$ cat src/rtl/stb_pkg.sv
// ----------------------------------------------------------------------------
// stb_pkg
// Shared types and constants for the software timer bank.
// ----------------------------------------------------------------------------
package stb_pkg;

  localparam int TIMERS      = 16;
  localparam int COUNT_WIDTH = 32;

  localparam int MODE_W  = 4;
  localparam int INDEX_W = 4;
  localparam int OUT_CW  = 32;
  localparam int STATE_W = 2;

  // timer address width, at least one bit
  localparam int ADDR_W  = (TIMERS > 1) ? $clog2(TIMERS) : 1;
  localparam int ENTRY_W = COUNT_WIDTH + STATE_W;

  typedef enum logic [MODE_W-1:0] {
    MODE_TICK      = 4'd0,
    MODE_START     = 4'd1,
    MODE_STOP      = 4'd2,
    MODE_CLEAR     = 4'd3,
    MODE_PAUSE     = 4'd4,
    MODE_RESUME    = 4'd5,
    MODE_READ      = 4'd6,
    MODE_STOP_ALL  = 4'd7,
    MODE_START_ALL = 4'd8
  } cmd_t;

  typedef enum logic [STATE_W-1:0] {
    TS_STOPPED = 2'd0,
    TS_RUNNING = 2'd1,
    TS_PAUSED  = 2'd2
  } tstate_t;

  // one bank entry as held in the RAM
  typedef struct packed {
    tstate_t                st;
    logic [COUNT_WIDTH-1:0] cnt;
  } entry_t;

  // request to the update unit
  typedef struct packed {
    cmd_t   cmd;
    entry_t cur;
  } upd_req_t;

  // answer of the update unit
  typedef struct packed {
    logic   we;
    entry_t nxt;
  } upd_rsp_t;

endpackage

$ cat src/rtl/stb_ram.sv
// ----------------------------------------------------------------------------
// stb_ram
// Generic single-write, single-read RAM with registered read data.
// ----------------------------------------------------------------------------
module stb_ram #(
  parameter int WIDTH = 8,
  parameter int DEPTH = 16
) (
  input  logic                                     clk,
  input  logic                                     we,
  input  logic [((DEPTH > 1) ? $clog2(DEPTH) : 1)-1:0] waddr,
  input  logic [WIDTH-1:0]                         wdata,
  input  logic                                     re,
  input  logic [((DEPTH > 1) ? $clog2(DEPTH) : 1)-1:0] raddr,
  output logic [WIDTH-1:0]                         rdata
);

  logic [WIDTH-1:0] mem_r [DEPTH];

  always_ff @(posedge clk) begin
    if (we) begin
      mem_r[waddr] <= wdata;
    end
    if (re) begin
      rdata <= mem_r[raddr];
    end
  end

endmodule

$ cat src/rtl/stb_update.sv
// ----------------------------------------------------------------------------
// stb_update
// Shared update unit: applies one command to one timer entry.
// ----------------------------------------------------------------------------
module stb_update (
  input  stb_pkg::upd_req_t req,
  output stb_pkg::upd_rsp_t rsp
);

  always_comb begin
    rsp.we  = 1'b1;
    rsp.nxt = req.cur;
    case (req.cmd)
      stb_pkg::MODE_TICK: begin
        rsp.we = (req.cur.st == stb_pkg::TS_RUNNING);
        rsp.nxt.cnt = req.cur.cnt + stb_pkg::COUNT_WIDTH'(1);  // wraps
      end
      stb_pkg::MODE_START: begin
        rsp.we = (req.cur.st == stb_pkg::TS_STOPPED);
        rsp.nxt.cnt = '0;
        rsp.nxt.st  = stb_pkg::TS_RUNNING;
      end
      stb_pkg::MODE_STOP,
      stb_pkg::MODE_STOP_ALL: begin
        rsp.nxt.st = stb_pkg::TS_STOPPED;
      end
      stb_pkg::MODE_CLEAR: begin
        rsp.nxt.cnt = '0;
      end
      stb_pkg::MODE_PAUSE: begin
        rsp.we = (req.cur.st == stb_pkg::TS_RUNNING);
        rsp.nxt.st = stb_pkg::TS_PAUSED;
      end
      stb_pkg::MODE_RESUME: begin
        rsp.we = (req.cur.st == stb_pkg::TS_PAUSED);
        rsp.nxt.st = stb_pkg::TS_RUNNING;
      end
      stb_pkg::MODE_START_ALL: begin
        rsp.nxt.cnt = '0;
        rsp.nxt.st  = stb_pkg::TS_RUNNING;
      end
      default: begin
        // read and unused codes leave the entry alone
        rsp.we = 1'b0;
      end
    endcase
    if (!rsp.we) begin
      rsp.nxt = req.cur;
    end
  end

endmodule

$ cat src/rtl/software_timer_bank.sv
// ----------------------------------------------------------------------------
// software_timer_bank
// Bank of elapsed-time counters, each stopped, running or paused, kept in
// one RAM and updated one entry per cycle by a shared update unit.
// ----------------------------------------------------------------------------
//
//  channel | ports                                                  | role
//  --------+--------------------------------------------------------+------------
//  in      | in_valid, in_stall, in_mode, in_timer_index            | command in
//  out     | out_valid, out_stall, out_count_value, out_timer_state | result out
//
//  Tick, stop all and start all sweep the whole bank: read-modify-write of
//  one entry per cycle through the RAM.
//  Single-timer commands take one entry pass; a command with an index
//  beyond the bank skips the RAM and reports zeros.
//  Reset clears a per-entry valid bit; an entry never written reads as count
//  zero, stopped, so no clearing pass is needed.
//  A new command is taken while the previous result still waits in the
//  output register; out_stall only holds the finished result back.
// ----------------------------------------------------------------------------
module software_timer_bank (
  input  logic                        clk,
  input  logic                        rst_n,
  input  logic                        in_valid,
  output logic                        in_stall,
  input  logic [stb_pkg::MODE_W-1:0]  in_mode,
  input  logic [stb_pkg::INDEX_W-1:0] in_timer_index,
  output logic                        out_valid,
  input  logic                        out_stall,
  output logic [stb_pkg::OUT_CW-1:0]  out_count_value,
  output logic [stb_pkg::STATE_W-1:0] out_timer_state
);

  localparam int AW = stb_pkg::ADDR_W;
  localparam int CW = stb_pkg::COUNT_WIDTH;

  typedef enum logic [1:0] {
    ST_IDLE,
    ST_RUN,
    ST_DONE
  } state_t;

  // sequencer
  state_t                 state_r, state_nxt;
  stb_pkg::cmd_t          cmd_r, cmd_nxt;
  logic [AW-1:0]          tgt_r, tgt_nxt;       // addressed timer
  logic                   tvld_r, tvld_nxt;     // index inside the bank
  logic                   sweep_r, sweep_nxt;   // whole-bank command
  logic [AW:0]            rd_cnt_r, rd_cnt_nxt; // reads issued so far
  logic                   pend_r, pend_nxt;     // read data due this cycle
  logic [AW-1:0]          pend_addr_r, pend_addr_nxt;
  stb_pkg::entry_t        res_r, res_nxt;       // result being built
  logic [stb_pkg::TIMERS-1:0] vld_r, vld_nxt;   // entry has been written

  // output register
  logic                        out_valid_r, out_valid_nxt;
  logic [stb_pkg::OUT_CW-1:0]  out_cnt_r, out_cnt_nxt;
  logic [stb_pkg::STATE_W-1:0] out_st_r, out_st_nxt;

  // RAM and update unit
  logic                         ram_re;
  logic [AW-1:0]                ram_raddr;
  logic [stb_pkg::ENTRY_W-1:0]  ram_rdata;
  stb_pkg::upd_req_t            upd_req;
  stb_pkg::upd_rsp_t            upd_rsp;
  logic                         ram_we;

  // decode of the incoming item
  logic [AW+stb_pkg::INDEX_W-1:0] idx_ext;
  logic                           in_idx_ok;
  stb_pkg::cmd_t                  in_cmd;
  logic                           in_sweep;
  logic [AW:0]                    rd_n;
  logic [CW+stb_pkg::OUT_CW-1:0]  cnt_ext;

  assign idx_ext   = {{AW{1'b0}}, in_timer_index};
  assign in_idx_ok = idx_ext < (AW + stb_pkg::INDEX_W)'(stb_pkg::TIMERS);
  assign in_cmd    = stb_pkg::cmd_t'(in_mode);
  assign in_sweep  = (in_cmd == stb_pkg::MODE_TICK) ||
                     (in_cmd == stb_pkg::MODE_STOP_ALL) ||
                     (in_cmd == stb_pkg::MODE_START_ALL);

  // a sweep reads every entry, a single command only its target
  assign rd_n      = sweep_r ? (AW+1)'(stb_pkg::TIMERS) : (AW+1)'(1);

  assign in_stall  = (state_r != ST_IDLE);

  assign ram_re    = (state_r == ST_RUN) && (rd_cnt_r < rd_n);
  assign ram_raddr = sweep_r ? rd_cnt_r[AW-1:0] : tgt_r;

  // entries never written hold the reset value
  always_comb begin
    upd_req.cmd = cmd_r;
    if (vld_r[pend_addr_r]) begin
      upd_req.cur = stb_pkg::entry_t'(ram_rdata);
    end else begin
      upd_req.cur.st  = stb_pkg::TS_STOPPED;
      upd_req.cur.cnt = '0;
    end
  end

  stb_update u_update (
    .req (upd_req),
    .rsp (upd_rsp)
  );

  assign ram_we = pend_r && upd_rsp.we;

  stb_ram #(
    .WIDTH (stb_pkg::ENTRY_W),
    .DEPTH (stb_pkg::TIMERS)
  ) u_ram (
    .clk   (clk),
    .we    (ram_we),
    .waddr (pend_addr_r),
    .wdata (upd_rsp.nxt),
    .re    (ram_re),
    .raddr (ram_raddr),
    .rdata (ram_rdata)
  );

  assign cnt_ext = {{stb_pkg::OUT_CW{1'b0}}, res_r.cnt};

  always_comb begin
    state_nxt     = state_r;
    cmd_nxt       = cmd_r;
    tgt_nxt       = tgt_r;
    tvld_nxt      = tvld_r;
    sweep_nxt     = sweep_r;
    rd_cnt_nxt    = rd_cnt_r;
    pend_nxt      = 1'b0;
    pend_addr_nxt = pend_addr_r;
    res_nxt       = res_r;
    vld_nxt       = vld_r;
    out_valid_nxt = out_valid_r;
    out_cnt_nxt   = out_cnt_r;
    out_st_nxt    = out_st_r;

    // result leaves the output register
    if (out_valid_r && !out_stall) begin
      out_valid_nxt = 1'b0;
    end

    case (state_r)
      ST_IDLE: begin
        if (in_valid) begin
          cmd_nxt     = in_cmd;
          tgt_nxt     = idx_ext[AW-1:0];
          tvld_nxt    = in_idx_ok;
          sweep_nxt   = in_sweep;
          rd_cnt_nxt  = '0;
          res_nxt.st  = stb_pkg::TS_STOPPED;
          res_nxt.cnt = '0;
          // single command on a missing timer: nothing to touch
          state_nxt   = (in_sweep || in_idx_ok) ? ST_RUN : ST_DONE;
        end
      end
      ST_RUN: begin
        if (ram_re) begin
          rd_cnt_nxt    = rd_cnt_r + (AW+1)'(1);
          pend_nxt      = 1'b1;
          pend_addr_nxt = ram_raddr;
        end
        if (pend_r) begin
          if (ram_we) begin
            vld_nxt[pend_addr_r] = 1'b1;
          end
          if (tvld_r && (pend_addr_r == tgt_r)) begin
            res_nxt = upd_rsp.nxt;
          end
          if (!ram_re) begin
            state_nxt = ST_DONE;
          end
        end
      end
      ST_DONE: begin
        if (!out_valid_r || !out_stall) begin
          out_valid_nxt = 1'b1;
          out_cnt_nxt   = cnt_ext[stb_pkg::OUT_CW-1:0];
          out_st_nxt    = res_r.st;
          state_nxt     = ST_IDLE;
        end
      end
      default: begin
        state_nxt = ST_IDLE;
      end
    endcase
  end

  always_ff @(posedge clk) begin
    if (!rst_n) begin
      state_r     <= ST_IDLE;
      pend_r      <= 1'b0;
      vld_r       <= '0;
      out_valid_r <= 1'b0;
    end else begin
      state_r     <= state_nxt;
      pend_r      <= pend_nxt;
      vld_r       <= vld_nxt;
      out_valid_r <= out_valid_nxt;
    end
    cmd_r       <= cmd_nxt;
    tgt_r       <= tgt_nxt;
    tvld_r      <= tvld_nxt;
    sweep_r     <= sweep_nxt;
    rd_cnt_r    <= rd_cnt_nxt;
    pend_addr_r <= pend_addr_nxt;
    res_r       <= res_nxt;
    out_cnt_r   <= out_cnt_nxt;
    out_st_r    <= out_st_nxt;
  end

  assign out_valid       = out_valid_r;
  assign out_count_value = out_cnt_r;
  assign out_timer_state = out_st_r;

  // ---------------------------------------------------------------- checks

  // a command transfer blocks the input until its result is built
  a_busy_after_accept: assert property (@(posedge clk) disable iff (!rst_n)
    in_valid && !in_stall |=> in_stall)
    else $error("input not stalled after a command transfer");

  // a new result appears only out of the done state
  a_result_from_done: assert property (@(posedge clk) disable iff (!rst_n)
    $rose(out_valid_r) |-> $past(state_r == ST_DONE))
    else $error("result raised outside the done state");

  // RAM is written only with read data in hand
  a_write_needs_data: assert property (@(posedge clk) disable iff (!rst_n)
    ram_we |-> pend_r && (state_r == ST_RUN))
    else $error("RAM write without pending read data");

  // the read counter never overruns its pass
  a_rd_bound: assert property (@(posedge clk) disable iff (!rst_n)
    (state_r == ST_RUN) |-> (rd_cnt_r <= rd_n))
    else $error("read counter beyond the pass length");

endmodule

$ cat config.mk
export PLATFORM = sky130hd
export DESIGN_NAME = software_timer_bank
export DESIGN_NICKNAME = d
export VERILOG_FILES = /design/src/rtl/stb_pkg.sv /design/src/rtl/stb_ram.sv /design/src/rtl/stb_update.sv /design/src/rtl/software_timer_bank.sv
export SDC_FILE = /design/constraint.sdc
export NUM_CORES = 1
export LEC_CHECK = 0
export BUFFER_PORTS_ARGS = -buffer_cell sky130_fd_sc_hd__buf_2
export CORE_ASPECT_RATIO = 0.5
export CORE_MARGIN = 3
export CORE_UTILIZATION = 45
export CTS_CLUSTER_DIAMETER = 60
export CTS_CLUSTER_SIZE = 24
export DETAILED_ROUTE_END_ITERATION = 10
export PLACE_DENSITY_LB_ADDON = 0.3
export REMOVE_ABC_BUFFERS = 1
export SYNTH_ARGS = -nofsm -noshare
export SYNTH_HDL_FRONTEND = slang
export SYNTH_HIERARCHICAL = 1
export SYNTH_SLANG_ARGS = --single-unit
$ cat constraint.sdc
create_clock -name clk -period 5.53 [get_ports clk]
set_input_delay 0.553 -clock clk [delete_from_list [all_inputs] [get_ports clk]]
set_output_delay 0.553 -clock clk [all_outputs]
set_load 0.05 [all_outputs]
==> Word-level counts from Yosys, hierarchy flattened <==
Memory sizes are Yosys's and may differ from the RTL's. A register that Yosys moved wholly into a read port is not among the register bits.
Cells that the tools add are included.
{ "word_totals": {"register_bits": 107, "out_inout_bits": 36, "memories": 1, "word_cells": 102, "mem_bits_rw": 544, "latchBits": 0, "rom_bits": 0} }
{ "classes": {"order_cmp": 4, "bitwise": 1, "n_eq_ne": 20, "shifts": 0, "n_mul": 0, "reduce_logical": 30, "mux": 30, "addsub": 2, "div_mod_pow": 0} }
{ "memory_table": {"columns": ["name", "words", "word_bits", "rd", "rd_clocked_by_memory_dff", "wr", "line_no", "rtl"], "rows": [
  ["u_ram.mem_r", 16, 34, 1, 1, 1, "stb_ram.sv:18", "logic [WIDTH-1:0] mem_r [DEPTH];"]
]} }
{ "ops": {"columns": ["cell", "count"], "rows": [
  ["34-bit 2-to-1 mux", 5],
  ["34-bit case mux with 2 select lines", 1],
  ["32-bit case mux with 2 select lines", 1],
  ["32-bit by 1-bit adder with 32-bit output, second input constant", 1],
  ["4-bit by 3-bit == test with 1-bit output, second input constant", 4],
  ["16-bit OR", 1],
  ["5-bit 2-to-1 mux", 3],
  ["2-bit case mux with 3 select lines", 2],
  ["4-bit by 5-bit < comparator with 1-bit output, second input constant", 2],
  ["2-bit 2-to-1 mux", 5],
  ["2-bit != test, second input constant", 5],
  ["5-bit case mux with 2 select lines", 1],
  ["4-bit by 2-bit == test with 1-bit output, second input constant", 2],
  ["4-bit == test, second input constant", 2],
  ["4-bit logical NOT", 2],
  ["1-bit 2-to-1 mux", 8],
  ["2-bit AND reduction", 4],
  ["4-bit AND reduction", 2],
  ["3-bit AND reduction", 2],
  ["3-bit OR reduction", 2],
  ["5-bit by 1-bit adder with 5-bit output, second input constant", 1],
  ["1-bit logical AND", 5],
  ["5-bit < comparator", 1],
  ["1-bit binary-select mux with 4-bit select", 1],
  ["15 further kinds", 24]
]} }

==> Logic depth before layout (Yosys ltp) <==
{ "depth": {"word_depth": 9, "depth_mapped": 16, "ltp_nobuf": 12} }

==> Hierarchy <==
The synthesis kept the hierarchy.
{ "modules_own_cells": {"columns": ["module", "area_per_inst_um2", "seq_area_each_um2", "n_inst", "cells_per_inst"], "rows": [
  ["stb_ram", 21416.8, 17356.6, 1, 888],
  ["software_timer_bank", 4301.6, 2982.9, 1, 290],
  ["stb_update", 1268.7, 0.0, 1, 216]
]} }

==> Worst setup path before layout <==
OpenSTA, ideal clock, no wires.
{ "synth_timing": {"path_kind": "register to register", "startpoint": "reg pend_addr_r[0]", "endpoint": "mem u_ram/mem_r[0][0] (netlist name) (enable)", "path_buffers": 2, "period_less_slack_ns": 5.783, "slack_ns": -0.253, "arrival_ns": 5.316, "path_stages_with_launch": 14, "setup_ns": 0.467, "cell_sequence": "edfxtp_1 -> buf_6 -> mux4_2 -> o22ai_2 -> o22ai_4 -> and2_1 -> clkbuf_1 -> nand2b_1 -> nor2_1 -> a21oi_1 -> o32ai_1 -> and2_1 -> or3b_2 -> nor3_1"} }
{ "synth_lines": {"columns": ["element", "line_no", "rtl"], "rows": [
  ["from (decl)", "software_timer_bank.sv:51", "logic [AW-1:0] pend_addr_r, pend_addr_nxt;"],
  ["from (signal assigned)", "software_timer_bank.sv:207", "pend_addr_r <= pend_addr_nxt;"],
  ["to (decl)", "stb_ram.sv:18", null]
]} }

==> impl_metrics.tcl <==
set metrics [dict create \
    status "completed" \
    initialDrtViolationCount 1563 \
    antenna_found_initial 0 \
    cp_common_cell "and2_1" \
    clk_path_buf_depth 3 \
    dieWidth_um 352 \
    rows 62 \
    die_y_um 179 \
    cts_tree "yes" \
    reg2reg_slack_ps 740 \
    final_cell_mix "664 x edfxtp_1, 138 x mux4_2, 70 x nand2_1" \
    ant_nets 0 \
    cp_data_required_time_ps 5710 \
    drc 0 \
    tns_ps 0 \
    crit_slowest_cell "edfxtp_1" \
    start_util_pct 46.3 \
    cpPeakStageDelay_ps 750 \
    slew_headroom_pct 15.5 \
    path_cells "mux4_2, o22ai_2, o22ai_4, and2_1, nand2b_1, nor2_1, a21oi_1, o32ai_1, and2_1, or3b_2, nor3_2, buf_4" \
    yosysSeqAreaShare_pct 75.4 \
    cts_resized 0 \
    overflow 0 \
    coreArea_um2 58300 \
    yosysUniqueCellTypes 71 \
    synth-xor-area-share_pct 0.260 \
    tightest_slew_ps 1260 \
    register_area_um2 20300 \
    fillers 4673 \
    synth-simple-area-share_pct 6.12 \
    multi_input_area_um2 6460 \
    synth_area_leaders "edfxtp_1 74%, mux4_2 12%, a22oi_1 1.9%" \
    post-cts-setup-buffer-count 0 \
    period_needed_ps 4790 \
    viasPerCell 5.98 \
    synth_top_area_share_pct 73.9 \
    timing.final.crit_share_pct 86.7 \
    worstHoldEndpoint "tgt_r[3]$_DFFE_PP_" \
    hpwl_mm 34.3 \
    place_inst 2228 \
    start_kind "flop" \
    diodes 0 \
    p_leak_nw 9.32 \
    fmax_mhz 209 \
    synth-edff-count 664 \
    skew_ps 30.8 \
    power.density_nw_per_um2 336 \
    rsz0062_at_grt "no" \
    yosysTopAreaCell "edfxtp_1" \
    crit_arrival_ps 4970 \
    hold_viol 0 \
    grt_max_degree 74 \
    synthAdderAreaFrac_pct 0.139 \
    regToRegStartpoint "pend_addr_r[0]$_DFFE_PP_" \
    syn_area_um2 27000 \
    cts_buffers 36 \
    dieArea_um2 63100 \
    synth_top_family_by_area "multiplexers" \
    synth_compound_area_share_pct 4.76 \
    reg2reg_depth 12 \
    vdd_drop_max_mv 0.193 \
    layout.cells.non_filler 2272 \
    async_flop_share_pct 0 \
    syn_area_per_cell_um2 19.4 \
    maxSlewViolCount 0 \
    maxCapViolations 0 \
    gp_congestion 0.856 \
    drive_gt1_share_pct 25.0 \
    synth_mux_area_share_pct 11.9 \
    port_buffers 47 \
    hold_slack_ps 195 \
    vias 13600 \
    area_growth_pct 9.56 \
    pin_count 48 \
    holdPathStages 1 \
    cp-end-kind "flop" \
    setup_viol_count_final 0 \
    min_from "in_timer_index[3]" \
    crit_fanout 34 \
    clk_pin_slew_worst_paths_ps 80 \
    synthFlopType "edfxtp_1" \
    cts_max_level 2 \
    gr-usage-all-layers_pct 18.1 \
    yosysWarnings 6 \
    yosys_register_bits 684 \
    worstSkewPairLatency_ps 550 \
    hold_buffers 0 \
    hp-class "in -> reg" \
    final_common_cell "edfxtp_1" \
    clock-root-buffer "clkbuf_16" \
    drt-total-wl_mm 56.7 \
    timing.rr.end "u_ram/mem_r[0][29]$_DFFE_PP_" \
    grt_pass1_vias 13600 \
    nets 1481 \
    syn_inst 1394 \
    cts_sinks 684 \
    grt_pass1_wl_mm 86.7 \
    crit_type "reg -> reg" \
    drt_pre_antenna_iters 5 \
    wl_per_cell_um 25.0 \
]
## report_power, final
part / switching, mW / internal [mW]
logic: 0.742 / 0.489
registers: 0.0629 / 5.87
clock network: 1.54 / 1.23
## metrics by stage
step	power (mW)	area, µm²	utilization (%)	setup slack [ps]
2_1_floorplan	6.90	26600	-	-358
3_3_place_gp	7.26	28600	49.0	920
3_5_place_dp	7.29	28600	49.0	758
4_1_cts	10.0	29600	50.7	765
5_1_grt	10.3	29600	50.7	502
6_report	9.94	29600	50.7	737
## worst max-delay path by stage
stage                              from                            to  slack (ps)  cells past startpoint
2_1_floorplan  pend_addr_r[0]$_DFFE_PP_   u_ram/mem_r[0][0]$_DFFE_PP_        -360                     11
3_3_place_gp   pend_addr_r[0]$_DFFE_PP_  u_ram/mem_r[0][13]$_DFFE_PP_         920                     12
3_5_place_dp   pend_addr_r[0]$_DFFE_PP_  u_ram/mem_r[0][15]$_DFFE_PP_         760                     12
4_1_cts        pend_addr_r[0]$_DFFE_PP_  u_ram/mem_r[0][29]$_DFFE_PP_         770                     12
5_1_grt        pend_addr_r[0]$_DFFE_PP_  u_ram/mem_r[0][29]$_DFFE_PP_         500                     12
6_report       pend_addr_r[0]$_DFFE_PP_  u_ram/mem_r[0][29]$_DFFE_PP_         740                     12
## routing by layer
layer / up-vias / global-route usage [%] / part of all wire (%)
met5: - / 0 / 0
met4: 0 / 3.00 / 1.4
met3: 57 / 2.46 / 7.9
met2: 524 / 27.6 / 45
met1: 7197 / 28.3 / 46
li1: 5798 / - / -
## registers in the layout, summed over array words and instances, names as in the netlist, 2 cells and up
name and cells:
u_ram/mem_r 544, u_ram/rdata 34, cnt_ext 32, out_count_value 32, vld_r 16, rd_cnt_r 5, cmd_r 4, pend_addr_r 4
tgt_r 4, out_timer_state 2, res_r 2, state_r 2
## Yosys cell counts, types with 2 or more instances
cell,number
a21oi_1,18
a22oi_1,69
a31oi_1,19
and2_1,43
and2_4,30
and3_1,5
buf_2,22
buf_6,9
clkbuf_1,38
dfxtp_1,20
edfxtp_1,664
ha_1,3
inv_1,10
mux2_2,7
mux4_2,138
nand2_1,70
nand2b_1,12
nand3_1,14
nand3b_1,2
nand4_1,12
nand4b_1,2
nor2_1,44
nor2b_1,5
nor3_1,17
nor4_1,6
nor4_4,2
o211ai_1,4
o21a_1,20
o21ai_0,22
o22a_1,2
o22ai_1,2
o22ai_2,2
o311ai_0,2
o31ai_1,4
o32ai_1,2
o41ai_1,3
or2_1,3
or2_2,2
or3_1,2
or4_1,6
xnor2_1,3
xor2_1,5
## critical path, delay by kind of cell (launching register included)
| family | cells | cell delay [ps] |
|---|---|---|
| buffers and inverters | 1 | 530 |
| and+or+nand+nor | 6 | 1700 |
| AOI/OAI and AO/OA | 4 | 860 |
| DFF | 1 | 750 |
| muxes | 1 | 590 |
## layout make-up
cell class | count | area share (%)
sequential | 684 | 68.8
tap | 800 | 3.39
timing repair buffer | 105 | 2.44
multi-input combinational | 628 | 21.9
inverter | 11 | 0.140
clock buffer | 38 | 3.14
clock inverter | 6 | 0.233
## kinds of logic (layout without fill, tap and decap cells)
group | after synthesis | count (layout)
compound gates | 182 | 182
xor+xnor | 8 | 8
fa+ha+maj | 3 | 3
buf+inv | 82 | 160
flops | 684 | 684
mux | 146 | 146
simple gates | 289 | 289
Power figures use the tool's default switching activity.
